### src/sv/istc_pkg.sv
// Shared types, sizes and helpers for the identifier set table.
// Used by istc_cell, istc_pick and id_set_table_with_cursor_unit; no dependencies.
package istc_pkg;

  // Table size and derived widths.
  localparam int TABLE_SLOTS = 64;
  localparam int SLOT_W      = (TABLE_SLOTS > 1) ? $clog2(TABLE_SLOTS) : 1;
  localparam int CUR_W       = $clog2(TABLE_SLOTS + 1);
  localparam int ID_W        = 32;
  localparam int OUT_SLOT_W  = 6;
  localparam int OP_W        = 3;

  // Cells are grouped for the two-level priority pick.
  localparam int GRP_N = 8;
  localparam int GRP_W = $clog2(GRP_N);
  localparam int NGRP  = (TABLE_SLOTS + GRP_N - 1) / GRP_N;

  // Operation codes.
  typedef enum logic [OP_W-1:0] {
    OP_INSERT = 3'd0,
    OP_DELETE = 3'd1,
    OP_LOOKUP = 3'd2,
    OP_FIRST  = 3'd3,
    OP_NEXT   = 3'd4
  } op_e;

  // Command broadcast to every cell.
  typedef struct packed {
    logic              cmp_en;
    logic [ID_W-1:0]   key;
    logic [CUR_W-1:0]  scan_lo;
    logic              scan_none;
    logic              wr_en;
    logic [SLOT_W-1:0] slot;
    logic [ID_W-1:0]   wr_data;
  } cell_cmd_t;

  // Per-cell search flags: key match, empty slot, occupied at or above the scan start.
  typedef struct packed {
    logic key;
    logic emp;
    logic scan;
  } flag_t;

  // Result of the priority pick over the whole table.
  typedef struct packed {
    logic              key_hit;
    logic [SLOT_W-1:0] key_slot;
    logic              emp_hit;
    logic [SLOT_W-1:0] emp_slot;
    logic              scan_hit;
    logic [SLOT_W-1:0] scan_slot;
  } pick_t;

  // Reduce a slot number to the low bits shown on the result port.
  function automatic logic [OUT_SLOT_W-1:0] slot_to_out(input logic [SLOT_W-1:0] s);
    logic [SLOT_W+OUT_SLOT_W-1:0] t;
    t = {{OUT_SLOT_W{1'b0}}, s};
    return t[OUT_SLOT_W-1:0];
  endfunction

endpackage

### src/sv/istc_cell.sv
// One slot of the identifier table with its local compare flags and neighbor chains.
// Depends on istc_pkg.
module istc_cell (
  input  logic                      clk_i,
  input  logic                      rst_ni,
  input  logic [istc_pkg::SLOT_W-1:0] idx_i,
  input  istc_pkg::cell_cmd_t       cmd_i,
  input  istc_pkg::flag_t           up_i,
  input  istc_pkg::flag_t           dn_i,
  output istc_pkg::flag_t           carry_o,
  output istc_pkg::flag_t           sel_o,
  output logic [istc_pkg::ID_W-1:0] rd_o
);

  logic [istc_pkg::ID_W-1:0] id_q;
  istc_pkg::flag_t           flag_q, flag_d;
  logic                      addr_hit;
  logic [istc_pkg::CUR_W-1:0] idx_ext;

  assign addr_hit = (cmd_i.slot == idx_i);
  assign idx_ext  = istc_pkg::CUR_W'(idx_i);

  // Local compares against the broadcast key and scan start.
  always_comb begin
    flag_d.key  = (id_q == cmd_i.key);
    flag_d.emp  = (id_q == '0);
    flag_d.scan = (id_q != '0) && !cmd_i.scan_none && (idx_ext >= cmd_i.scan_lo);
  end

  // Stored identifier; reset empties the slot.
  always_ff @(posedge clk_i or negedge rst_ni) begin
    if (!rst_ni) begin
      id_q <= '0;
    end else if (cmd_i.wr_en && addr_hit) begin
      id_q <= cmd_i.wr_data;
    end
  end

  // Flags are captured when a transaction is accepted.
  always_ff @(posedge clk_i or negedge rst_ni) begin
    if (!rst_ni) begin
      flag_q <= '0;
    end else if (cmd_i.cmp_en) begin
      flag_q <= flag_d;
    end
  end

  // Match and empty searches favor the highest slot, so their carries run downward;
  // the scan favors the lowest slot, so its carry runs upward.
  always_comb begin
    carry_o.key  = flag_q.key  | up_i.key;
    carry_o.emp  = flag_q.emp  | up_i.emp;
    carry_o.scan = flag_q.scan | dn_i.scan;
    sel_o.key    = flag_q.key  & ~up_i.key;
    sel_o.emp    = flag_q.emp  & ~up_i.emp;
    sel_o.scan   = flag_q.scan & ~dn_i.scan;
  end

  // Read port: only the addressed cell drives nonzero data.
  assign rd_o = addr_hit ? id_q : '0;

endmodule

### config.mk
export PLATFORM = sky130hd
export DESIGN_NAME = istc_cell
export DESIGN_NICKNAME = d
export VERILOG_FILES = /design/src/sv/istc_pkg.sv /design/src/sv/istc_cell.sv
export SDC_FILE = /design/constraint.sdc
export NUM_CORES = 1
export LEC_CHECK = 0
export BUFFER_PORTS_ARGS = -buffer_cell sky130_fd_sc_hd__buf_4
export CAP_MARGIN = 20
export CORE_MARGIN = 4
export CORE_UTILIZATION = 40
export DETAILED_ROUTE_END_ITERATION = 12
export PLACE_DENSITY = 0.74
export SYNTH_ARGS = -nofsm -noshare
export SYNTH_HDL_FRONTEND = slang
export SYNTH_SLANG_ARGS = --single-unit
### constraint.sdc
create_clock -name clk_i -period 1.5 [get_ports clk_i]
set_input_delay 0.075 -clock clk_i [delete_from_list [all_inputs] [get_ports clk_i]]
set_output_delay 0.075 -clock clk_i [all_outputs]
set_load 0.02 [all_outputs]
# Yosys cells after proc, flatten, opt, wreduce, memory -nomap -nowiden
# Index checks and enable logic that the tools add are counted.
dict set report totals {
  input_bits 94
  regBits 35
  elab_cells 23
}
dict set report op_classes {
  n_eq_ne 2
  n_reduce_logical 6
  order_cmp 1
  mux 1
  bitwise 9
}
# op count
set ops {}
lappend ops {{32-bit equality test} 1}
lappend ops {{32-bit zero test} 1}
lappend ops {{32-bit 2-to-1 mux} 1}
lappend ops {{32-bit nonzero test} 1}
lappend ops {{6-bit by 7-bit greater-or-equal comparator with 1-bit output} 1}
lappend ops {{6-bit equality test} 1}
lappend ops {{1-bit bitwise AND} 3}
lappend ops {{1-bit logical AND} 3}
lappend ops {{1-bit NOT} 3}
lappend ops {{1-bit OR} 3}
lappend ops {{1-bit zero test} 1}

# Logic depth before layout (Yosys ltp)
# Gate-level depths: netlist (run 1).
dict set report logic_depth {
  ltp_word 3
  depth_mapped 7
  depth_no_buf 7
}

# Least setup slack after synthesis (run 1)
# Ideal clock, no wire load.
dict set report synth_path {
  kind {input to register}
  from {input cmd_i[36] (netlist bit)}
  to {register id_q[0] (netlist bit)}
  slack_ns 0.238
  path_buffers 1
  setup_ns 0.125
  arrival_ns 1.136
  cell_stages 6
  cell_sequence {xnor2_1 nand4_1 nor3_4 nand2_2 buf_6 mux2_4}
}
dict set report synth_via {
  elab_chain_cells 2
}
# item line
set synth_rtl {}
lappend synth_rtl {{start: declaration} istc_cell.sv:7} ;# input istc_pkg::cell_cmd_t cmd_i,
lappend synth_rtl {{6-bit equality test} istc_cell.sv:20} ;# assign addr_hit = (cmd_i.slot == idx_i);
lappend synth_rtl {{1-bit logical AND} istc_cell.sv:34} ;# end else if (cmd_i.wr_en && addr_hit) begin
lappend synth_rtl {{end signal: assignment} istc_cell.sv:35} ;# id_q <= cmd_i.wr_data;
lappend synth_rtl {{end: declaration} istc_cell.sv:15} ;# logic [istc_pkg::ID_W-1:0] id_q;
# No other way between the ends.
# A chain may end at the register's enable or synchronous reset.

# Worst setup path after layout (run 1)
dict set report layout_path {
  from {register id_q[11] (netlist bit)}
  to {register flag_q[2] (netlist bit)}
}
dict set report layout_via {
  elab_chain_cells 1
}
# item line
set layout_rtl {}
lappend layout_rtl {{32-bit equality test} istc_cell.sv:25} ;# flag_d.key = (id_q == cmd_i.key);
lappend layout_rtl {{end signal: assignment} istc_cell.sv:44} ;# flag_q <= flag_d;
lappend layout_rtl {{end: declaration} istc_cell.sv:16} ;# istc_pkg::flag_t flag_q, flag_d;
# No other way between the ends.

==> results of run 1 <==
## power breakdown
| part | switching [mW] | total [mW] | internal [mW] |
|---|---|---|---|
| sequential | 0.273 | 1.42 | 1.15 |
| combinational | 0.337 | 1.03 | 0.698 |
| clock | 0.334 | 0.753 | 0.419 |
| total | 0.944 | 3.21 | 2.26 |
## logic make-up after synthesis
kind of cell	Yosys count	synth area share, %
compound gates	7	1.96
xor+xnor	38	14.5
fa+ha+maj	6	3.26
buf+inv	14	3.26
flops	35	38.1
mux	33	21.1
simple gates	67	17.9
## layout make-up
class                           count  area, um^2  area share [%]
Multi-Input combinational cell    151        1370            38.9
Inverter                            8        30.0           0.853
Timing Repair Buffer              136        1050            29.9
Clock buffer                        8         100            2.84
Sequential cell                    35         876            24.9
Tap cell                           72        90.1            2.56
## routing by layer
layer | global-route usage (%) | share of wire, %
met5 | 0 | 0
met3 | 7.21 | 9.5
met1 | 21.7 | 41
met4 | 6.14 | 1.3
met2 | 30.6 | 48
## worst max-delay path: stages (launching register included)
cell	delay, ns
dfrtp_1	0.46
xnor2_1	0.18
nand4_1	0.13
nor4_1	0.29
nand4_1	0.13
o22ai_1	0.15
## cell usage after synthesis, drive strengths merged
master / instances
nand3: 1
nor4: 12
xor2: 17
nor3: 2
nand2b: 1
xnor2: 21
o21ai: 1
or2: 3
nand4: 8
dfrtp: 35
ha: 6
o22ai: 1
nor2b: 1
a21oi: 2
o32ai: 1
inv: 8
nor2: 4
mux2: 33
clkbuf: 3
o21a: 1
a211oi: 1
and2: 32
buf: 3
nand2: 3
## state kept, by name, summed over array words and instances, names as in the netlist
name	count
id_q	32
flag_q	3
## worst max-delay path by stage
| stage | from | to | slack, ns | cells past startpoint |
|---|---|---|---|---|
| finish | id_q[11] | flag_q[2] | 0.08 | 5 |
| global route | id_q[27] | flag_q[0] | 0.01 | 4 |
| CTS | id_q[16] | flag_q[2] | 0.02 | 5 |
| detailed placement | id_q[8] | flag_q[0] | -0.03 | 5 |
| global placement | id_q[8] | flag_q[0] | -0.02 | 5 |
| floorplan | cmd_i[36] | id_q[0] | 0.24 | 6 |
## repair_timing
item | CTS | global route
endpoints found under the setup margin | 2 | 17
hold buffers | 1 | 0
gates resized for setup | 1 | 3
hold endpoints to repair | 35 | 0
==> flow_summary.ini, run 1 <==
[logic_synthesis]
seq_area_frac_synth_pct = 38.1
synth.distinct_cells = 27
synth_top_area_share_pct = 38.1
syn_nets = 300
synth.avg_cell_area_um2 = 11.5
yosys_warnings = 0
synth_area_um2 = 2300
ys_ff_latch = 35
yosys.area.top_type = dfrtp_1
synthCells = 200
synth.area.top_cells = dfrtp_1 (38%), mux2_4 (20%), and2_1 (8.7%)

[placed_design]
portBuffers = 128
post-dp-hpwl_mm = 5.26
dpl_cell_area_um2 = 3380
dp.cells = 401
gp_congestion = 0.843
pre_cts_slack_ns = -0.0253

[sta]
whs_ns = 0.0135
fin_crit_sh_pct = 94.9
rsz0062_at_grt = no
hold_violations = 0
slew_viol_final = 0
finalSetupViolCount = 0
maxSlewHeadroom_pct = 69.4
fin_setup_tns_ns = 0
min_period_ns = 1.42
max_freq_ghz = 0.703
worst_pin_slew_ns = 0.459
setup_ws_ns = 0.0771
skew_ns = 0.00172

[floorplan]
io_pins = 132
die_y_um = 83.8
core-area_um2 = 5540
dieWidth_um = 83.8
rows = 27
start_util_pct = 41.5
dieArea_um2 = 7030

[routing]
wl_per_cell_um = 15.9
via_count = 1960
drtIter0Drc = 56
dr.pass1.iters = 3
drt-total-wl_mm = 6.53
antenna_left = 0
routed_via_density = 4.78
drc = 0

[clock_tree]
insertion_delay_ns = 0.29
cts_sinks = 35
numCtsBuffers = 5
cts_max_level = 2
root_buffer = clkbuf_8
cts_tree = built
ctsLongestPathBuffers = 2
postCtsSetupBuffers = 0
clkTransAtPathRegs_ns = 0.07

[worst_hold_path]
min_from = cmd_i[18]
hold_class = input pin to flip-flop
min_path_cells = 2
holdPathEnd = id_q[18]

[flow_run]
drv_cap = 0

[cells_and_area]
mostFrequentLayoutCell = buf_4
final_cell_mix = buf_4 (132), dfrtp_1 (35), and2_1 (32), mux2_4 (30), xnor2_1 (21)
final_area_um2 = 3520
nNetsFinal = 437
fillCellCount = 478
final_util_pct = 63.5
area_delta_synth_final_pct = 53.0
drive_above_1_share_pct = 53.8
num_antenna_cells = 0
stdcell_count = 410

[critical_path]
r2r_start = id_q[11]
r2r_slack_ns = 0.08
cp.required_ns = 1.71
critPathKind = flip-flop to flip-flop
start_kind = flip-flop
crit_fanout = 4
cp-end-kind = flip-flop
reg2regPathDepth = 5
reg2reg_to = flag_q[2]
cp_data_arrival_time_ns = 1.63

[grt]
grt_max_degree = 36
antenna_found_initial = 0
track_usage_pct = 18.4
overflow = 0
grt_pass1_vias = 2099
grt_pass1_wl_mm = 10.3

[run_status]
status = finished, final reports clean

[power_and_ir_drop]
p_leak_nw = 1.88
p_total_mw = 3.21
powerDensity_nw_per_um2 = 912
peakVddDrop_v = 0.000608
No activity file was read; power rests on OpenSTA's default activity.
==> inputs of run 2 (changes only) <==
--- a/config.mk
+++ b/config.mk
@@ -11,6 +11,7 @@
 export CORE_UTILIZATION = 40
 export DETAILED_ROUTE_END_ITERATION = 12
 export PLACE_DENSITY = 0.74
+export SKIP_LAST_GASP = 1
 export SYNTH_ARGS = -nofsm -noshare
 export SYNTH_HDL_FRONTEND = slang
 export SYNTH_SLANG_ARGS = --single-unit
==> constraint.sdc (replaced) <==
create_clock -name clk_i -period 1.5 [get_ports clk_i]
set_input_delay 0.45 -clock clk_i [delete_from_list [all_inputs] [get_ports clk_i]]
set_output_delay 0.45 -clock clk_i [all_outputs]
set_load 0.02 [all_outputs]
==> flow_summary.ini, run 2 (synthesis gave the netlist of run 1 again) <==
[run_status]
status = finished, violations left
violations = negative setup slack

[grt]
antenna_found_initial = 0
grt_pass1_vias = 2280
grt_pass1_wl_mm = 11.5
grt_max_degree = 36
track_usage_pct = 20.9
overflow = 0

[routing]
drc = 0
dr.pass1.iters = 4
routed_via_density = 4.88
wl_per_cell_um = 17.6
via_count = 2058
drtIter0Drc = 73
drt-total-wl_mm = 7.42
antenna_left = 0

[sta]
setup_ws_ns = -0.561
min_period_ns = 2.06
rsz0062_at_grt = yes
fin_crit_sh_pct = 137
finalSetupViolCount = 64
maxSlewHeadroom_pct = 69.3
slew_viol_final = 0
hold_violations = 0
skew_ns = 0.00584
max_freq_ghz = 0.485
worst_pin_slew_ns = 0.461
whs_ns = 0.110

[clock_tree]
ctsLongestPathBuffers = 2
cts_tree = built
numCtsBuffers = 5
root_buffer = clkbuf_8
cts_sinks = 35
cts_max_level = 2
clkTransAtPathRegs_ns = 0.07
ctsHoldBuffers = 0
insertion_delay_ns = 0.29

[critical_path]
cp_cell_sequence = buf_6 -> xnor2_2 -> nand4_1 -> nor3_4 -> buf_4 -> buf_12 -> and2_2 -> buf_4
cp_data_arrival_time_ns = 1.61
crit_fanout = 17
reg2reg_to = flag_q[2]
cp-end-kind = output port
crit_top_cell = buf_4
crit_slowest_cell = nor3_4
r2r_start = id_q[16]
critPathKind = input pin to output port
cp_slowest_stage_delay_ns = 0.17
start_kind = input pin
cp.required_ns = 1.05
r2r_slack_ns = 0.08
reg2regPathDepth = 5

[power_and_ir_drop]
peakVddDrop_v = 0.000545
p_leak_nw = 2.05
powerDensity_nw_per_um2 = 855

[floorplan]
die_y_um = 83.8
dieWidth_um = 83.8
io_pins = 132
rows = 27
core-area_um2 = 5540
start_util_pct = 41.5
dieArea_um2 = 7030

[cells_and_area]
largest_reg_flops = 32
final_util_pct = 70.6
final_area_um2 = 3910
reg_top3 = id_q x32, flag_q x3
area_delta_synth_final_pct = 70.1
final_cell_mix = buf_4 (116), dfrtp_1 (35), mux2_4 (30), buf_6 (26), and2_2 (18)
drive_above_1_share_pct = 67.4
nNetsFinal = 449
mostFrequentLayoutCell = buf_4
regMostFlops = id_q
fillCellCount = 434
multi_input_area_um2 = 1520
num_antenna_cells = 0
regArea_um2 = 876

[placed_design]
dpl_cell_area_um2 = 3510
portBuffers = 128
gp_congestion = 0.862
post-dp-hpwl_mm = 5.65

[worst_hold_path]
hold_class = input pin to asynchronous set/reset pin

[flow_run]
drv_cap = 0
==> run 2: layout make-up <==
type	instances	share of cell area, %
timing repair buffer	148	33.1
clock buffer	8	2.56
multi-input combinational	151	38.8
sequential	35	22.4
tap	72	2.30
inverter	8	0.768
==> run 2: report_power, final <==
group | total [mW] | internal (mW) | leakage (nW) | switching [mW]
sequential | 1.44 | 1.15 | 0.467 | 0.294
combinational | 1.14 | 0.771 | 1.53 | 0.370
clock | 0.760 | 0.419 | 0.0515 | 0.341
total | 3.34 | 2.34 | 2.05 | 1.01
==> run 2: worst max-delay path by stage <==
stage / startpoint / endpoint / slack [ns]
floorplan: cmd_i[36] / rd_o[0] / -0.26
global placement: cmd_i[35] / id_q[2] / -0.58
detailed placement: cmd_i[35] / id_q[3] / -0.59
CTS: cmd_i[36] / rd_o[8] / -0.58
global route: cmd_i[35] / rd_o[21] / -0.61
finish: cmd_i[36] / rd_o[31] / -0.56
==> run 2: per-stage QoR <==
step                setup TNS (ns)  setup WS [ns]  power [mW]  instances
CTS                         -28.23         -0.584        3.29        420
finish                      -26.46         -0.561        3.34        422
global placement            -36.07         -0.578        2.47        407
floorplan                   -11.95         -0.263        1.99        200
detailed placement          -36.72         -0.588        2.50        407
global route                -29.51         -0.607        3.54        422
==> run 2: worst max-delay path: cells and delay by family <==
| family | cells | cell delay (ns) |
|---|---|---|
| simple gates | 3 | 0.48 |
| buf+inv | 4 | 0.51 |
| xor+xnor | 1 | 0.15 |
==> run 2: layer usage <==
layer	global-route usage [%]	vias up	part of all wire, %
li1	-	982	-
met1	23.8	984	39
met2	38.3	86	53
met3	6.52	6	7.4
met4	4.39	0	0.88
met5	0	-	0
==> run 2: what timing repair did <==
action                                  4_1_cts  5_1_grt
gates cloned                                  2        1
endpoints found under the setup margin       68       70
resized for setup                             9       49
setup buffers                                 3        2
pin swaps                                     0        5
==> inputs of run 3 (changes only) <==
--- a/config.mk
+++ b/config.mk
@@ -7,10 +7,10 @@
 export LEC_CHECK = 0
 export BUFFER_PORTS_ARGS = -buffer_cell sky130_fd_sc_hd__buf_4
 export CAP_MARGIN = 20
-export CORE_MARGIN = 4
 export CORE_UTILIZATION = 40
 export DETAILED_ROUTE_END_ITERATION = 12
 export PLACE_DENSITY = 0.74
+export SETUP_SLACK_MARGIN = 0.2
 export SKIP_LAST_GASP = 1
 export SYNTH_ARGS = -nofsm -noshare
 export SYNTH_HDL_FRONTEND = slang
==> flow_summary.ini, run 3 (synthesis gave the netlist of run 1 again) <==
[routing]
wl_per_cell_um = 16.8
antenna_left = 0
via_count = 2089
drc = 0
dr.pass1.iters = 4
drt-total-wl_mm = 7.20
routed_via_density = 4.88
drtIter0Drc = 63

[cells_and_area]
drive_above_1_share_pct = 75.3
area_delta_synth_final_pct = 72.4
num_antenna_cells = 0
largest_reg_flops = 32
final_cell_mix = buf_4 (140), mux2_4 (30), and2_2 (29), dfrtp_1 (29), xor2_1 (17)
regMostFlops = id_q
nNetsFinal = 455
stdcell_count = 428
reg_top3 = id_q x32, flag_q x3
mostFrequentLayoutCell = buf_4

[sta]
max_freq_ghz = 0.491
setup_ws_ns = -0.539
slew_viol_final = 0
fin_crit_sh_pct = 136
rsz0062_at_grt = yes
worst_pin_slew_ns = 0.464
whs_ns = 0.104
hold_violations = 0
min_period_ns = 2.04
skew_ns = 0.00362
maxSlewHeadroom_pct = 69.1
finalSetupViolCount = 64

[worst_hold_path]
hold_class = input pin to asynchronous set/reset pin

[floorplan]
start_util_pct = 41.5
rows = 27
die_y_um = 77.8
io_pins = 132
dieWidth_um = 77.8
dieArea_um2 = 6060
core-area_um2 = 5540

[placed_design]
post-dp-hpwl_mm = 5.29
gp_congestion = 0.805
dp.cells = 407
portBuffers = 128

[critical_path]
crit_cells = 7
startpoint = cmd_i[33]
worstPathBufferInverterCount = 3
start_kind = input pin
r2r_slack_ns = 0.03
r2r_start = id_q[13]
cp_slowest_stage_delay_ns = 0.22
reg2regPathDepth = 5
cp-end-kind = output port
cp_cell_sequence = buf_4 -> xnor2_2 -> nand4_1 -> nor3_4 -> buf_12 -> and2_2 -> buf_4
endpoint = rd_o[15]
crit_slowest_cell = nor3_4
cp.required_ns = 1.05
critPathKind = input pin to output port
reg2reg_to = flag_q[2]
cp_top_family = simple AND/OR/NAND/NOR gates
cp_data_arrival_time_ns = 1.59
crit_fanout = 21
crit_top_cell = buf_4

[clock_tree]
cts_max_level = 2
clkTransAtPathRegs_ns = 0.07
ctsHoldBuffers = 0
cts_tree = built
ctsLongestPathBuffers = 2
insertion_delay_ns = 0.29
cts_sinks = 35
root_buffer = clkbuf_8
numCtsBuffers = 5

[grt]
met2_usage_pct = 40.8
grt_pass1_wl_mm = 10.6
grt_pass1_vias = 2179
grt_max_degree = 36
overflow = 0
track_usage_pct = 23.3
grt.met3_usage_pct = 6.71
grt_use_met1_pct = 26.9
antenna_found_initial = 0
busiest_layer = met2

[flow_run]
drv_cap = 0

[power_and_ir_drop]
powerDensity_nw_per_um2 = 897
swShare_pct = 30.8
p_leak_nw = 2.07
p_int_mw = 2.46
p_sw_mw = 1.10
combPwrFrac_pct = 37.1
p_total_mw = 3.56
clockPowerShare_pct = 21.4
peakVddDrop_v = 0.000571
p_seq_share_pct = 41.6

[run_status]
violations = negative setup slack
status = finished, violations left
-- run 3: cell count changes in the layout (fill, tap and decap cells not counted), moves of 3 or more --
cell	before	now
dfrtp_1	35	29
buf_4	116	140
xnor2_2	4	8
buf_6	26	10
dfrtp_2	0	6
xnor2_1	17	13
nor4_2	1	5
inv_1	8	4
nor4_1	9	3
and2_2	18	29
and2_4	14	3
inv_2	0	3
-- run 3: worst min path at each step --
| stage | startpoint | endpoint | slack (ns) | cells after the start |
|---|---|---|---|---|
| final | rst_ni | id_q[12] | 0.10 | 1 |
| after global routing | rst_ni | id_q[18] | 0.15 | 1 |
| after CTS | rst_ni | id_q[13] | 0.12 | 1 |
| after detailed placement | rst_ni | id_q[12] | 0.44 | 1 |
| after global placement | rst_ni | id_q[12] | 0.43 | 1 |
| after floorplan | rst_ni | flag_q[0] | 0.15 | 0 |
-- run 3: metrics by stage --
stage	setup TNS, ns	cell area (um^2)	utilization (%)	setup WS, ns
after floorplan	-11.95	2400	-	-0.263
after global placement	-28.92	3540	63.9	-0.480
after detailed placement	-32.39	3540	63.9	-0.553
after CTS	-23.11	3800	68.6	-0.545
after global routing	-27.97	3970	71.6	-0.611
final	-22.48	3970	71.6	-0.539
-- run 3: power groups by stage --
stage	registers (mW)	clock network, mW	logic, mW
2_1_floorplan	1.34	0	0.652
3_3_place_gp	1.42	0	1.03
3_5_place_dp	1.43	0	1.05
4_1_cts	1.45	0.776	1.15
5_1_grt	1.51	0.801	1.41
6_report	1.48	0.760	1.32
-- run 3: routing by layer --
layer | wire length, um | vias up
met5 | 0 | -
met4 | 84 | 0
met3 | 569 | 8
met2 | 3750 | 95
met1 | 2790 | 988
li1 | - | 998
-- run 3: final cells by class --
class,count,area [um^2]
Inverter,8,32.5
Multi-Input combinational cell,151,1620
Timing Repair Buffer,154,1240
Clock buffer,8,100
Tap cell,72,90.1
Fill cell,445,1580
Sequential cell,35,883
-- run 3: what timing repair did --
action,in CTS,in global routing
endpoints found under the setup margin,73,73
resized for setup,28,22
pin swaps,11,11
buffers inserted,5,8
