[config.mk]
export PLATFORM = sky130hd
export DESIGN_NAME = istc_pick
export DESIGN_NICKNAME = d
export VERILOG_FILES = /design/src/sv/istc_pkg.sv /design/src/sv/istc_pick.sv
export SDC_FILE = /design/constraint.sdc
export NUM_CORES = 1
export LEC_CHECK = 0
export ABC_AREA = 1
export BUFFER_PORTS_ARGS = -buffer_cell sky130_fd_sc_hd__buf_2
export CELL_PAD_IN_SITES_DETAIL_PLACEMENT = 1
export CELL_PAD_IN_SITES_GLOBAL_PLACEMENT = 1
export CORE_ASPECT_RATIO = 0.6
export CORE_MARGIN = 2
export CORE_UTILIZATION = 30
export DETAILED_ROUTE_END_ITERATION = 16
export PLACE_DENSITY = 0.75
export SYNTH_ARGS = -nofsm -noshare
export SYNTH_HDL_FRONTEND = slang
export SYNTH_SLANG_ARGS = --single-unit
[constraint.sdc]
create_clock -name clk_i -period 1 [get_ports clk_i]
set_input_delay 0.05 -clock clk_i [delete_from_list [all_inputs] [get_ports clk_i]]
set_output_delay 0.05 -clock clk_i [all_outputs]
set_load 0.05 [all_outputs]
[src/sv/istc_pkg.sv]
// Shared types, sizes and helpers for the identifier set table.
// Used by istc_cell, istc_pick and id_set_table_with_cursor_unit; no dependencies.
package istc_pkg;

  // Table size and derived widths.
  localparam int TABLE_SLOTS = 64;
  localparam int SLOT_W      = (TABLE_SLOTS > 1) ? $clog2(TABLE_SLOTS) : 1;
  localparam int CUR_W       = $clog2(TABLE_SLOTS + 1);
  localparam int ID_W        = 32;
  localparam int OUT_SLOT_W  = 6;
  localparam int OP_W        = 3;

  // Cells are grouped for the two-level priority pick.
  localparam int GRP_N = 8;
  localparam int GRP_W = $clog2(GRP_N);
  localparam int NGRP  = (TABLE_SLOTS + GRP_N - 1) / GRP_N;

  // Operation codes.
  typedef enum logic [OP_W-1:0] {
    OP_INSERT = 3'd0,
    OP_DELETE = 3'd1,
    OP_LOOKUP = 3'd2,
    OP_FIRST  = 3'd3,
    OP_NEXT   = 3'd4
  } op_e;

  // Command broadcast to every cell.
  typedef struct packed {
    logic              cmp_en;
    logic [ID_W-1:0]   key;
    logic [CUR_W-1:0]  scan_lo;
    logic              scan_none;
    logic              wr_en;
    logic [SLOT_W-1:0] slot;
    logic [ID_W-1:0]   wr_data;
  } cell_cmd_t;

  // Per-cell search flags: key match, empty slot, occupied at or above the scan start.
  typedef struct packed {
    logic key;
    logic emp;
    logic scan;
  } flag_t;

  // Result of the priority pick over the whole table.
  typedef struct packed {
    logic              key_hit;
    logic [SLOT_W-1:0] key_slot;
    logic              emp_hit;
    logic [SLOT_W-1:0] emp_slot;
    logic              scan_hit;
    logic [SLOT_W-1:0] scan_slot;
  } pick_t;

  // Reduce a slot number to the low bits shown on the result port.
  function automatic logic [OUT_SLOT_W-1:0] slot_to_out(input logic [SLOT_W-1:0] s);
    logic [SLOT_W+OUT_SLOT_W-1:0] t;
    t = {{OUT_SLOT_W{1'b0}}, s};
    return t[OUT_SLOT_W-1:0];
  endfunction

endpackage

[src/sv/istc_pick.sv]
// Two-level priority pick: per-group encode of the cell selections, then a pick over groups.
// Depends on istc_pkg.
module istc_pick (
  input  logic                   clk_i,
  input  logic                   rst_ni,
  input  logic                   load_i,
  input  istc_pkg::flag_t        sel_i [istc_pkg::TABLE_SLOTS],
  output istc_pkg::pick_t        res_o
);

  typedef struct packed {
    logic                      kv;
    logic [istc_pkg::GRP_W-1:0] kl;
    logic                      ev;
    logic [istc_pkg::GRP_W-1:0] el;
    logic                      sv;
    logic [istc_pkg::GRP_W-1:0] sl;
  } grp_t;

  grp_t grp_d [istc_pkg::NGRP];
  grp_t grp_q [istc_pkg::NGRP];

  // Within a group at most one cell is selected per search, so OR encodes it.
  always_comb begin
    for (int g = 0; g < istc_pkg::NGRP; g++) begin
      grp_d[g] = '0;
      for (int l = 0; l < istc_pkg::GRP_N; l++) begin
        if (g * istc_pkg::GRP_N + l < istc_pkg::TABLE_SLOTS) begin
          if (sel_i[g * istc_pkg::GRP_N + l].key) begin
            grp_d[g].kv = 1'b1;
            grp_d[g].kl = grp_d[g].kl | istc_pkg::GRP_W'(l);
          end
          if (sel_i[g * istc_pkg::GRP_N + l].emp) begin
            grp_d[g].ev = 1'b1;
            grp_d[g].el = grp_d[g].el | istc_pkg::GRP_W'(l);
          end
          if (sel_i[g * istc_pkg::GRP_N + l].scan) begin
            grp_d[g].sv = 1'b1;
            grp_d[g].sl = grp_d[g].sl | istc_pkg::GRP_W'(l);
          end
        end
      end
    end
  end

  // Group results register.
  always_ff @(posedge clk_i or negedge rst_ni) begin
    if (!rst_ni) begin
      for (int g = 0; g < istc_pkg::NGRP; g++) begin
        grp_q[g] <= '0;
      end
    end else if (load_i) begin
      for (int g = 0; g < istc_pkg::NGRP; g++) begin
        grp_q[g] <= grp_d[g];
      end
    end
  end

  // Highest group wins for match and empty, lowest group wins for the scan.
  always_comb begin
    res_o = '0;
    for (int g = 0; g < istc_pkg::NGRP; g++) begin
      if (grp_q[g].kv) begin
        res_o.key_hit  = 1'b1;
        res_o.key_slot = istc_pkg::SLOT_W'(g * istc_pkg::GRP_N + int'(grp_q[g].kl));
      end
      if (grp_q[g].ev) begin
        res_o.emp_hit  = 1'b1;
        res_o.emp_slot = istc_pkg::SLOT_W'(g * istc_pkg::GRP_N + int'(grp_q[g].el));
      end
    end
    for (int g = istc_pkg::NGRP - 1; g >= 0; g--) begin
      if (grp_q[g].sv) begin
        res_o.scan_hit  = 1'b1;
        res_o.scan_slot = istc_pkg::SLOT_W'(g * istc_pkg::GRP_N + int'(grp_q[g].sl));
      end
    end
  end

endmodule

; ---- Word-level counts from Yosys, hierarchy flattened
; Index checks and enable logic that the tools add are counted.
; Widths: inputs -> output; s select.
[word_totals]
output_inout_bits = 21
wordCells = 285
regBits = 96
[classes]
add_sub_neg = 21
n_mux = 216
[op_table]
columns = cell, count
row1 = $mux 4, 192
row2 = $mux 7, 24
row3 = $add 6x3->6 const A, 12
row4 = $add 5x3->6 const A, 6
row5 = $add 4x3->5 const A, 3

; ---- Depth between registers and ports, before layout
; Gate-level depths: netlist of the first run.
[depth]
ltp_word = 9
depth_mapped = 9
depth_no_buf = 9

; ---- Least setup slack after synthesis of the first run
; No wires, ideal clock.
[synth_timing]
path_type = register -> output
start = reg grp_q[87] in the netlist's numbering
end = out res_o[5] in the netlist's numbering
path_buffers = 1
slack_ns = -0.819
t_arrival_ns = 1.769
path_stages_with_launch = 5
required_time_ns = 0.950
path_cell_list = dfrtp_1 -> buf_2 -> nor2_1 -> inv_1 -> nor3_1
[synth_rtl]
columns = element, line_no
row1 = start: declaration, istc_pick.sv:21  ; grp_t grp_q [istc_pkg::NGRP];
row2 = start signal: indexed assignment, istc_pick.sv:54  ; grp_q[g] <= grp_d[g];
row3 = end: declaration, istc_pick.sv:8  ; output istc_pkg::pick_t res_o

==> summary.md, run 1 <==
| Metric | Value |
|---|---|
| Status | `finished, violations left` |
| Failing checks | `negative hold slack, negative setup slack` |
| Final Hold Vio Count | `1` |
| Yosys Warn Count | `0` |
| Fin util | `53.2%` |
| Required @ worst endpoint | `0.95 ns` |
| Yosys reg bits | `96` |
| 1st-iter DRT viols | `295` |
| Critical path peak fanout | `4` |
| Max-cap violations | `0` |
| WL per Instance | `17.3 µm` |
| Synthesized cell area | `5170 µm²` |
| Final WS setup | `-0.668 ns` |
| Skew final | `0 ns` |
| H-tree levels | `3` |
| Ant diodes | `0` |
| Most frequent cells in the layout | `193 x buf_2, 114 x nand2_1, 99 x nor2_1, 85 x buf_4, 79 x dfrtp_1` |
| Hold_buf cts | `55` |
| Root buffer cell | `clkbuf_16` |
| Ports | `216` |
| Die width | `174 µm` |
| Worst setup SP type | `flop` |
| Regs by FF count | `grp_q x96` |
| CTS tree | `yes` |
| Core Area | `17,000 µm²` |
| Via count | `6,294` |
| Clock share of power | `34.2%` |
| Synthesized Nets | `883` |
| Total GRT Usage | `24.8%` |
| Die height | `106 µm` |
| Router iterations before antenna repair | `4` |
| Fin nets | `1,250` |
| Min-Delay Path Class | `in2reg` |
| Peak supply drop | `0.000822 V` |
| Final count of pins violating max slew | `0` |
| Starting density of the core | `30.4%` |
| Clock Sinks | `96` |
| Post-Synthesis Cells | `688` |
| Area growth syn-to-layout | `74.7%` |
| Post-detail-place hpwl | `15,700 µm` |
| Crit path to | `res_o[7]` |
| Die area | `18,300 µm²` |
| GRT overflow | `0` |
| RSZ-0062 raised after global routing | `yes` |
| Fillers | `2,054` |
| Layout cells sized above 1 | `46.8%` |
| Comb pwr share | `21.8%` |
| Longest Clk Path Bufs | `2` |
| Avg Cell Area, Syn | `7.52 µm²` |
| Worst endpoint data arrival time | `1.62 ns` |
| Largest reg by FF count | `grp_q` |
| Area of the multi-input gates | `2960 µm²` |
| Final instance count without filler cells | `1,294` |
| Seq pwr share | `44.0%` |
| Reg-to-reg critical path endpoint | `grp_q[79]$_DFFE_PN0P_` |
| Worst-skew pair later-pin latency | `0.33 ns` |
| Post-layout min period | `1.67 ns` |
| Internal | `6810 µW` |
| Pin count of the biggest net entering global routing | `38` |
| Psw | `2750 µW` |
| Synth cell types | `25` |
| Initial antenna violation count | `0` |
| Max Fclk | `0.599 GHz` |
| Vias in the first global route | `6,821` |
| Cell row count | `37` |
| ANT nets after route | `0` |
| Share of the yosys chip area belonging to registers | `46.4%` |
| Placed cell count | `1,212` |
| DRC Markers | `0` |
| Setup crit end kind | `output port` |
| Pwr dens | `1060 nW/µm²` |
| WS Path Type | `reg2out` |
| Pin slew with the least headroom to its limit | `0.545 ns` |
| Final setup vio count | `22` |
| Sw frac | `28.7%` |
| Worst reg2reg path depth | `4` |
| Clock-pin transition on the worst setup and hold timing paths | `0.07 ns` |
| Placer Congestion | `0.811` |
| Port Buf Inserts | `215` |
| R2r setup slk | `0.01 ns` |
| Commonest non-fill, non-tap cell in the layout | `buf_2` |
| Num CTS Buffers | `9` |
| Total Wirelength | `22,400 µm` |
| Tcrit/Tclk final | `167%` |
| Hold WS | `-0.0256 ns` |
| Global-route wire length before repair | `36,100 µm` |
| Slew headroom | `63.3%` |
| Via density per instance | `4.86` |
| Critical Path Start | `grp_q[67]$_DFFE_PN0P_` |
| Max reg flops | `96` |
| Register area | `2420 µm²` |
| Pleak | `0.00410 µW` |
| RR Startpoint | `grp_q[79]$_DFFE_PN0P_` |
cell families after synthesis:
logic type	after synthesis	share of synthesized area [%]
AOI/OAI and AO/OA	127	14.8
buffers and inverters	96	8.18
DFF	96	46.4
and+or+nand+nor	369	30.6
stage by stage:
step	setup WS, ns	TNS [ns]	hold slack (ns)	cell area, µm²	power (µW)
final	-0.668	-12.59	-0.0256	9040	9560
after global routing	-0.775	-14.44	-0.0148	9040	10000
after CTS	-0.690	-12.25	-0.0314	8820	9550
after detailed placement	-0.438	-7.78	-0.0270	7530	5950
after global placement	-0.423	-7.26	-0.0268	7530	5910
after floorplan	-0.327	-1.81	-0.246	5500	4990
how the worst min path moves through the flow:
stage	from	end	slack (ns)	cells past startpoint
floorplan	rst_ni	grp_q[0]$_DFFE_PN0P_	-0.25	0
global placement	rst_ni	grp_q[51]$_DFFE_PN0P_	-0.03	1
detailed placement	rst_ni	grp_q[51]$_DFFE_PN0P_	-0.03	1
CTS	sel_i[11]	grp_q[10]$_DFFE_PN0P_	-0.03	3
global route	sel_i[11]	grp_q[10]$_DFFE_PN0P_	-0.01	3
finish	sel_i[11]	grp_q[10]$_DFFE_PN0P_	-0.03	3
cells in the mapped netlist (all sizes together):
cell | n | area, µm²
a21oi | 40 | 200
a22oi | 12 | 90.1
a31oi | 15 | 93.8
buf | 21 | 141
clkbuf | 5 | 18.8
dfrtp | 96 | 2400
inv | 70 | 263
nand2 | 166 | 623
nand3 | 21 | 105
nand4 | 1 | 6.26
nor2 | 111 | 417
nor3 | 17 | 85.1
nor4 | 44 | 290
o211ai | 7 | 52.6
o21a | 2 | 15.0
o21ai | 29 | 145
o21bai | 2 | 15.0
o22ai | 5 | 31.3
o31ai | 8 | 60.1
o32ai | 7 | 61.3
or2 | 9 | 56.3
timing repair:
action / 4_1_cts / 5_1_grt
pin swaps: 27 / 24
buffers inserted: 9 / 5
setup endpoints to repair: 23 / 39
resized for setup: 125 / 56
hold endpoints to repair: 130 / 1
metal layers:
metal | share of wire, % | wire, µm | GRT usage, % | up-vias
li1 | - | - | - | 3047
met1 | 48 | 10700 | 35.3 | 3043
met2 | 45 | 10200 | 39.5 | 188
met3 | 6.0 | 1340 | 4.91 | 16
met4 | 0.98 | 221 | 4.60 | 0
met5 | 0 | 0 | 0 | -
critical path, stage by stage (launching register included):
cell	delay, ns
dfrtp_2	0.46
buf_6	0.14
nand2_1	0.06
nand2_2	0.06
nand2_1	0.05
nand2_1	0.05
nand2_1	0.06
nand2_1	0.06
nand2_2	0.10
nand2_4	0.07
buf_8	0.16
power groups by stage:
stage                     combinational [µW]  sequential (µW)  clock, µW
after floorplan                          778             4210          0
after global placement                  1650             4260          0
after detailed placement                1690             4270          0
after CTS                               1990             4200       3360
after global routing                    2280             4220       3530
final                                   2090             4200       3270
cell type report:
class | instances | share of cell area [%]
multi-input combinational | 496 | 32.7
timing repair buffer | 382 | 31.1
sequential | 96 | 26.8
tap | 234 | 3.24
inverter | 70 | 3.10
clock buffer | 12 | 2.73
clock inverter | 4 | 0.332
Note: power is estimated with default switching activity, not from simulation.
==> run 2, diff against run 1 <==
PLACE_DENSITY = default   (was 0.75)
PLACE_DENSITY_LB_ADDON = 0.1   (was default)
==> run 2 against run 1 <==
The flow still finishes with violations (negative hold slack, negative setup slack). Via count is 1.4% higher. First-iteration DRC count decreased by 20%. Sequential share of layout area fell by 0.83 points. Die area did not move. Largest power group unchanged. Critical endpoint unchanged. Register-to-register slack worse by 0.02 ns. Sequential cell count did not move. Count of clock-buffer cells in the layout unchanged. Total power up 3.7%. Sequential power about the same. Critical path depth stayed put. Routed wire length is 1.6% higher. Clock power increased by 8.3%.
==> summary.md, run 2 (synthesized netlist as in run 1, its figures left out) <==
| Metric | Value |
|---|---|
| Final instance count without filler cells | `1,316 (was 1,294)` |
| WS Path Type | `reg2out (unchanged)` |
| Max reg flops | `96 (unchanged)` |
| ANT nets after route | `0 (unchanged)` |
| Clock share of power | `35.7% (was 34.2%)` |
| Final setup vio count | `22 (unchanged)` |
| Router iterations before antenna repair | `4 (unchanged)` |
| Critical Path Start | `grp_q[67]$_DFFE_PN0P_ (unchanged)` |
| Pin slew with the least headroom to its limit | `0.457 ns (was 0.545 ns)` |
| Seq pwr share | `42.4% (was 44.0%)` |
| Longest Clk Path Bufs | `2 (unchanged)` |
| Post-layout min period | `1.71 ns (was 1.67 ns)` |
| Via count | `6,383 (was 6,294)` |
| Placed cell count | `1,211 (was 1,212)` |
| Hold WS | `-0.0165 ns (was -0.0256 ns)` |
| Skew final | `0 ns (unchanged)` |
| Met2 Use GR | `41.3% (was 39.5%)` |
| Via density per instance | `4.85 (was 4.86)` |
| Commonest non-fill, non-tap cell in the layout | `buf_2 (unchanged)` |
| Port Buf Inserts | `215 (unchanged)` |
| Setup crit end kind | `output port (unchanged)` |
| CTS tree | `yes (unchanged)` |
| Global-route wire length before repair | `35,800 µm (was 36,100 µm)` |
| Min-Delay Path Class | `in2reg (unchanged)` |
| Sw frac | `28.1% (was 28.7%)` |
| Layout cells sized above 1 | `46.7% (was 46.8%)` |
| Psw | `2780 µW (was 2750 µW)` |
| Clock Sinks | `96 (unchanged)` |
| Comb pwr share | `21.8% (about the same)` |
| Core Area | `17,000 µm² (unchanged)` |
| Slew headroom | `69.3% (was 63.3%)` |
| Final count of pins violating max slew | `0 (unchanged)` |
| Num CTS Buffers | `9 (unchanged)` |
| Vias in the first global route | `6,989 (was 6,821)` |
| H-tree levels | `3 (unchanged)` |
| Max Fclk | `0.583 GHz (was 0.599 GHz)` |
| R2r setup slk | `-0.01 ns (was 0.01 ns)` |
| Placer Congestion | `0.875 (was 0.811)` |
| Die height | `106 µm (unchanged)` |
| Setup TNS | `-12.46 ns (was -12.59 ns)` |
| Final Hold Vio Count | `2 (was 1)` |
| Clock-pin transition on the worst setup and hold timing paths | `0.07 ns (about the same)` |
| Final Power | `9920 µW (was 9560 µW)` |
| Final WS setup | `-0.715 ns (was -0.668 ns)` |
| Cell row count | `37 (unchanged)` |
| Fin nets | `1,271 (was 1,250)` |
| Most frequent cells in the layout | `191 x buf_2, 107 x nand2_1, 98 x nor2_1, 93 x buf_4, 82 x dfrtp_1 (was 193 x buf_2, 114 x nand2_1, 99 x nor2_1, 85 x buf_4, 79 x dfrtp_1)` |
| Largest reg by FF count | `grp_q (unchanged)` |
| Regs by FF count | `grp_q x96 (unchanged)` |
| Ports | `216 (unchanged)` |
| Reg-to-reg critical path endpoint | `grp_q[79]$_DFFE_PN0P_ (unchanged)` |
| Total GRT Usage | `24.7% (was 24.8%)` |
| WL per Instance | `17.3 µm (about the same)` |
| Internal | `7130 µW (was 6810 µW)` |
| Die width | `174 µm (unchanged)` |
| Critical path peak fanout | `5 (was 4)` |
| Crit path to | `res_o[7] (unchanged)` |
| Worst-skew pair later-pin latency | `0.35 ns (was 0.33 ns)` |
| Pleak | `0.00423 µW (was 0.00410 µW)` |
| Gr busiest metal | `met2 (unchanged)` |
| Failing checks | `negative hold slack, negative setup slack (unchanged)` |
| 1st-iter DRT viols | `236 (was 295)` |
| Peak supply drop | `0.000707 V (was 0.000822 V)` |
| GRT overflow | `0 (unchanged)` |
| Die area | `18,300 µm² (unchanged)` |
| Worst endpoint data arrival time | `1.66 ns (was 1.62 ns)` |
| Root buffer cell | `clkbuf_16 (unchanged)` |
| Max-cap violations | `0 (unchanged)` |
| Worst setup SP type | `flop (unchanged)` |
| Post-detail-place hpwl | `16,400 µm (was 15,700 µm)` |
| Tcrit/Tclk final | `171% (was 167%)` |
| RSZ-0062 raised after global routing | `yes (unchanged)` |
| Met3 Track Usage GR | `5.16% (was 4.91%)` |
| RR Startpoint | `grp_q[79]$_DFFE_PN0P_ (unchanged)` |
| GR met1 Demand/Resource | `33.3% (was 35.3%)` |
| Required @ worst endpoint | `0.95 ns (about the same)` |
| Total Wirelength | `22,800 µm (was 22,400 µm)` |
| Pin count of the biggest net entering global routing | `31 (was 38)` |
| Starting density of the core | `30.4% (unchanged)` |
| DRC Markers | `0 (unchanged)` |
| Area growth syn-to-layout | `80.0% (was 74.7%)` |
| Status | `finished, violations left (unchanged)` |
| Pwr dens | `1060 nW/µm² (about the same)` |
| Initial antenna violation count | `1 (was 0)` |
| Hold_buf cts | `71 (was 55)` |
| Worst reg2reg path depth | `4 (unchanged)` |
-- run 2: worst min-delay path by stage --
stage / depth (start not counted) / start / to / slack [ns]
2_1_floorplan: 0 / rst_ni / grp_q[0]$_DFFE_PN0P_ / -0.25
3_3_place_gp: 1 / rst_ni / grp_q[50]$_DFFE_PN0P_ / -0.04
3_5_place_dp: 1 / rst_ni / grp_q[50]$_DFFE_PN0P_ / -0.03
4_1_cts: 3 / sel_i[9] / grp_q[2]$_DFFE_PN0P_ / -0.03
5_1_grt: 3 / sel_i[45] / grp_q[15]$_DFFE_PN0P_ / 0.0006
6_report: 3 / sel_i[9] / grp_q[2]$_DFFE_PN0P_ / -0.02
-- run 2: timing repair --
action	CTS	global route
pin swaps	21	27
gates resized for setup	120	61
buffers inserted	12	8
endpoints found under the hold margin	139	1
endpoints found under the setup margin	26	38
-- run 2: metal layers --
metal / part of all wire (%) / vias up
met3: 5.1 / 23
met5: 0 / -
met1: 47 / 3102
met2: 47 / 166
met4: 1.1 / 0
li1: - / 3092
-- run 2: cell type report --
cell class,count,area [µm²]
inverters,70,278
diodes,1,2.50
clock buffers,12,246
flip-flops and latches,96,2420
well taps,234,293
fillers,2090,7680
multi-input cells,496,3010
repair buffers,403,3010
clock inverters,4,53.8
-- run 2: power groups by stage --
stage	registers (µW)	logic [µW]	clock network, µW
floorplan	4210	778	0
global placement	4260	1640	0
detailed placement	4270	1700	0
CTS	4200	2060	3650
global route	4220	2360	3790
finish	4210	2170	3540
-- run 2: stage by stage --
step / utilization [%] / instance area, µm² / setup slack, ns
after global routing: 54.8 / 9310 / -0.783
after CTS: 53.1 / 9020 / -0.683
after detailed placement: 44.5 / 7550 / -0.501
after global placement: 44.5 / 7550 / -0.420
final: 54.8 / 9310 / -0.715
after floorplan: - / 5500 / -0.327
-- run 2: worst max-delay path, stage by stage, from the launching register on --
cell,delay (ns)
dfrtp_2,0.48
buf_6,0.15
nand2_2,0.06
nand2_1,0.06
nand2_1,0.08
nand2_2,0.06
nand2_2,0.07
nand2_2,0.05
nand2_2,0.09
nand2_4,0.06
buf_8,0.15
==> run 3, diff against run 2 <==
CORE_MARGIN = default   (was 2)
REMOVE_ABC_BUFFERS = 1   (was default)
==> run 3 against run 2 <==
The flow finishes with violations (negative setup slack). Sequential share of layout area rose by 2.6 points. Final area fell by 9.4%. Largest power group unchanged. Worst hold slack improved by 0.024 ns. Via count fell by 3.8%. Critical path type unchanged. Register-to-register slack improved by 0.05 ns. Sequential cell count did not move. Cell count fell by 3.5%. Largest cell class is now non-clock buffers. Worst setup slack improved by 0.070 ns. Count of clock-buffer cells in the layout fell by 1.
==> summary.md, run 3 (synthesized netlist as in run 1, its figures left out) <==
| Metric | Value |
|---|---|
| Hold endpoint | `grp_q[93]$_DFFE_PN0P_ (was grp_q[2]$_DFFE_PN0P_)` |
| Die height | `104 µm (was 106 µm)` |
| Most frequent cells in the layout | `194 x buf_2, 143 x nand2_1, 101 x nor2_1, 87 x dfrtp_1, 76 x buf_4 (was 191 x buf_2, 107 x nand2_1, 98 x nor2_1, 93 x buf_4, 82 x dfrtp_1)` |
| Num CTS Buffers | `9 (unchanged)` |
| Fin nets | `1,232 (was 1,271)` |
| Final instance area | `8440 µm² (was 9310 µm²)` |
| Dpl cell area | `7070 µm² (was 7550 µm²)` |
| Pwr dens | `1120 nW/µm² (was 1060 nW/µm²)` |
| Via count | `6,140 (was 6,383)` |
| Initial antenna violation count | `0 (was 1)` |
| Regs by FF count | `grp_q x96 (unchanged)` |
| Placer Congestion | `0.926 (was 0.875)` |
| CP most frequent cell | `nand2_1 (was nand2_2)` |
| Pin slew with the least headroom to its limit | `0.560 ns (was 0.457 ns)` |
| Final setup vio count | `21 (was 22)` |
| Critical path peak fanout | `4 (was 5)` |
| Longest Clk Path Bufs | `2 (unchanged)` |
| Ports | `216 (unchanged)` |
| Largest reg by FF count | `grp_q (unchanged)` |
| Reg-to-reg critical path endpoint | `grp_q[67]$_DFFE_PN0P_ (was grp_q[79]$_DFFE_PN0P_)` |
| Post-detail-place hpwl | `15,600 µm (was 16,400 µm)` |
| Port Buf Inserts | `215 (unchanged)` |
| R2r setup slk | `0.04 ns (was -0.01 ns)` |
| CP Cell Sequence | `buf_6 -> nand2_1 -> nand2_1 -> nand2_1 -> nand2_1 -> nand2_1 -> nand2_1 -> nand2_1 -> nand2_2 -> buf_6 (was buf_6 -> nand2_2 -> nand2_1 -> nand2_1 -> nand2_2 -> nand2_2 -> nand2_2 -> nand2_2 -> nand2_4 -> buf_8)` |
| Worst setup SP type | `flop (unchanged)` |
| 1st-iter DRT viols | `211 (was 236)` |
| Min-delay src | `sel_i[185] (was sel_i[9])` |
| CTS tree | `yes (unchanged)` |
| Pleak | `0.00391 µW (was 0.00423 µW)` |
| Worst-skew pair later-pin latency | `0.35 ns (about the same)` |
| Tcrit/Tclk final | `164% (was 171%)` |
| RR Startpoint | `grp_q[67]$_DFFE_PN0P_ (was grp_q[79]$_DFFE_PN0P_)` |
| Via density per instance | `4.83 (was 4.85)` |
| GRT overflow | `0 (unchanged)` |
| Skew final | `0 ns (unchanged)` |
| Final WS setup | `-0.644 ns (was -0.715 ns)` |
| WS Path Type | `reg2out (unchanged)` |
| Final count of pins violating max slew | `0 (unchanged)` |
| Die area | `17,800 µm² (was 18,300 µm²)` |
| Core Area | `16,500 µm² (was 17,000 µm²)` |
| Area growth syn-to-layout | `63.2% (was 80.0%)` |
| RSZ-0062 raised after global routing | `yes (unchanged)` |
| Worst endpoint data arrival time | `1.59 ns (was 1.66 ns)` |
| Cell row count | `36 (was 37)` |
| Max Fclk | `0.608 GHz (was 0.583 GHz)` |
| Clock-pin transition on the worst setup and hold timing paths | `0.06 ns (was 0.07 ns)` |
| Worst reg2reg path depth | `4 (unchanged)` |
| Clock Sinks | `96 (unchanged)` |
| Max reg flops | `96 (unchanged)` |
| Global-route wire length before repair | `33,100 µm (was 35,800 µm)` |
| Failing checks | `negative setup slack (was negative hold slack, negative setup slack)` |
| ANT nets after route | `0 (unchanged)` |
| Hold Path Stages | `3 (unchanged)` |
| WL per Instance | `16.3 µm (was 17.3 µm)` |
| Die width | `172 µm (was 174 µm)` |
| Max-cap violations | `0 (unchanged)` |
| H-tree levels | `3 (unchanged)` |
| Setup TNS | `-11.27 ns (was -12.46 ns)` |
| DRC Markers | `0 (unchanged)` |
| Critical Path Start | `grp_q[71]$_DFFE_PN0P_ (was grp_q[67]$_DFFE_PN0P_)` |
| Slew headroom | `62.3% (was 69.3%)` |
| Starting density of the core | `31.3% (was 30.4%)` |
| Commonest non-fill, non-tap cell in the layout | `buf_2 (unchanged)` |
| Final Hold Vio Count | `0 (was 2)` |
| Min-Delay Path Class | `in2reg (unchanged)` |
| Peak supply drop | `0.000732 V (was 0.000707 V)` |
| Total Wirelength | `20,700 µm (was 22,800 µm)` |
| Router iterations before antenna repair | `4 (unchanged)` |
| Status | `finished, violations left (unchanged)` |
| Max incr delay on CP | `0.46 ns (was 0.48 ns)` |
| Setup crit end kind | `output port (unchanged)` |
| Vias in the first global route | `6,726 (was 6,989)` |
| CP max stage cell | `dfrtp_2 (unchanged)` |
| Required @ worst endpoint | `0.95 ns (about the same)` |
| Post-layout min period | `1.64 ns (was 1.71 ns)` |
| Pin count of the biggest net entering global routing | `45 (was 31)` |
| Root buffer cell | `clkbuf_16 (unchanged)` |
| Total GRT Usage | `23.5% (was 24.7%)` |
| Layout cells sized above 1 | `38.9% (was 46.7%)` |
| Ant diodes | `0 (was 1)` |
run 3: cell types whose count changed in the layout (fill, tap and decap cells not counted), sizes merged:
cell | previous run | this run
bufinv | 1 | 0
diode | 1 | 0
buf | 332 | 302
clkbuf | 12 | 11
dlygate4sd3 | 71 | 62
inv | 70 | 72
clkinvlp | 2 | 1
clkinv | 1 | 2
run 3: timing repair:
item                                   in CTS  in global routing
hold buffers                               59                  3
setup buffers                               3                  5
pin swaps                                   5                 17
resized for setup                          75                 61
endpoints found under the hold margin     133                  4
setup endpoints to repair                  21                 34
run 3: routing by layer:
layer | vias to the layer above | share of wire (%) | GRT usage (%) | wire length (µm)
li1 | 3004 | - | - | -
met1 | 2969 | 46 | 31.3 | 9570
met2 | 151 | 49 | 40.6 | 10100
met3 | 16 | 4.3 | 3.63 | 887
met4 | 0 | 0.91 | 3.83 | 189
met5 | - | 0 | 0 | 0
run 3: worst max path at each step:
stage / to / slack, ns / cells after the start
finish: res_o[15] / -0.64 / 10
global route: res_o[2] / -0.77 / 10
global placement: res_o[14] / -0.35 / 6
floorplan: res_o[5] / -0.81 / 3
detailed placement: res_o[16] / -0.37 / 10
CTS: res_o[8] / -0.62 / 10
run 3: area by class of cell:
| type | instances | area [µm²] |
|---|---|---|
| fillers | 2073 | 8090 |
| repair buffers | 364 | 2600 |
| flip-flops and latches | 96 | 2410 |
| clock inverters | 5 | 38.8 |
| inverters | 70 | 270 |
| clock buffers | 11 | 243 |
| multi-input cells | 496 | 2590 |
| well taps | 228 | 285 |
run 3: through the flow:
stage / setup WS, ns / util [%] / total power, µW / hold slack [ns] / std cells
after global routing: -0.774 / 51.1 / 9930 / 0.00679 / 1270
after floorplan: -0.810 / - / 4820 / -0.246 / 662
after global placement: -0.355 / 42.8 / 5800 / -0.0603 / 1186
after CTS: -0.621 / 49.4 / 9510 / -0.0153 / 1263
after detailed placement: -0.371 / 42.8 / 5860 / -0.0605 / 1186
final: -0.644 / 51.1 / 9470 / 0.00786 / 1270
run 3: where the power goes:
part	total, µW	internal [µW]	switching [µW]
Combinational	1930	925	1000
Sequential	4200	4060	145
Clock	3340	1780	1570
Total	9470	6760	2710
run 3: critical path, delay by kind of cell (launching register included):
family	cells	cell delay, ns
DFF	1	0.46
and+or+nand+nor	8	0.50
buffers and inverters	2	0.29
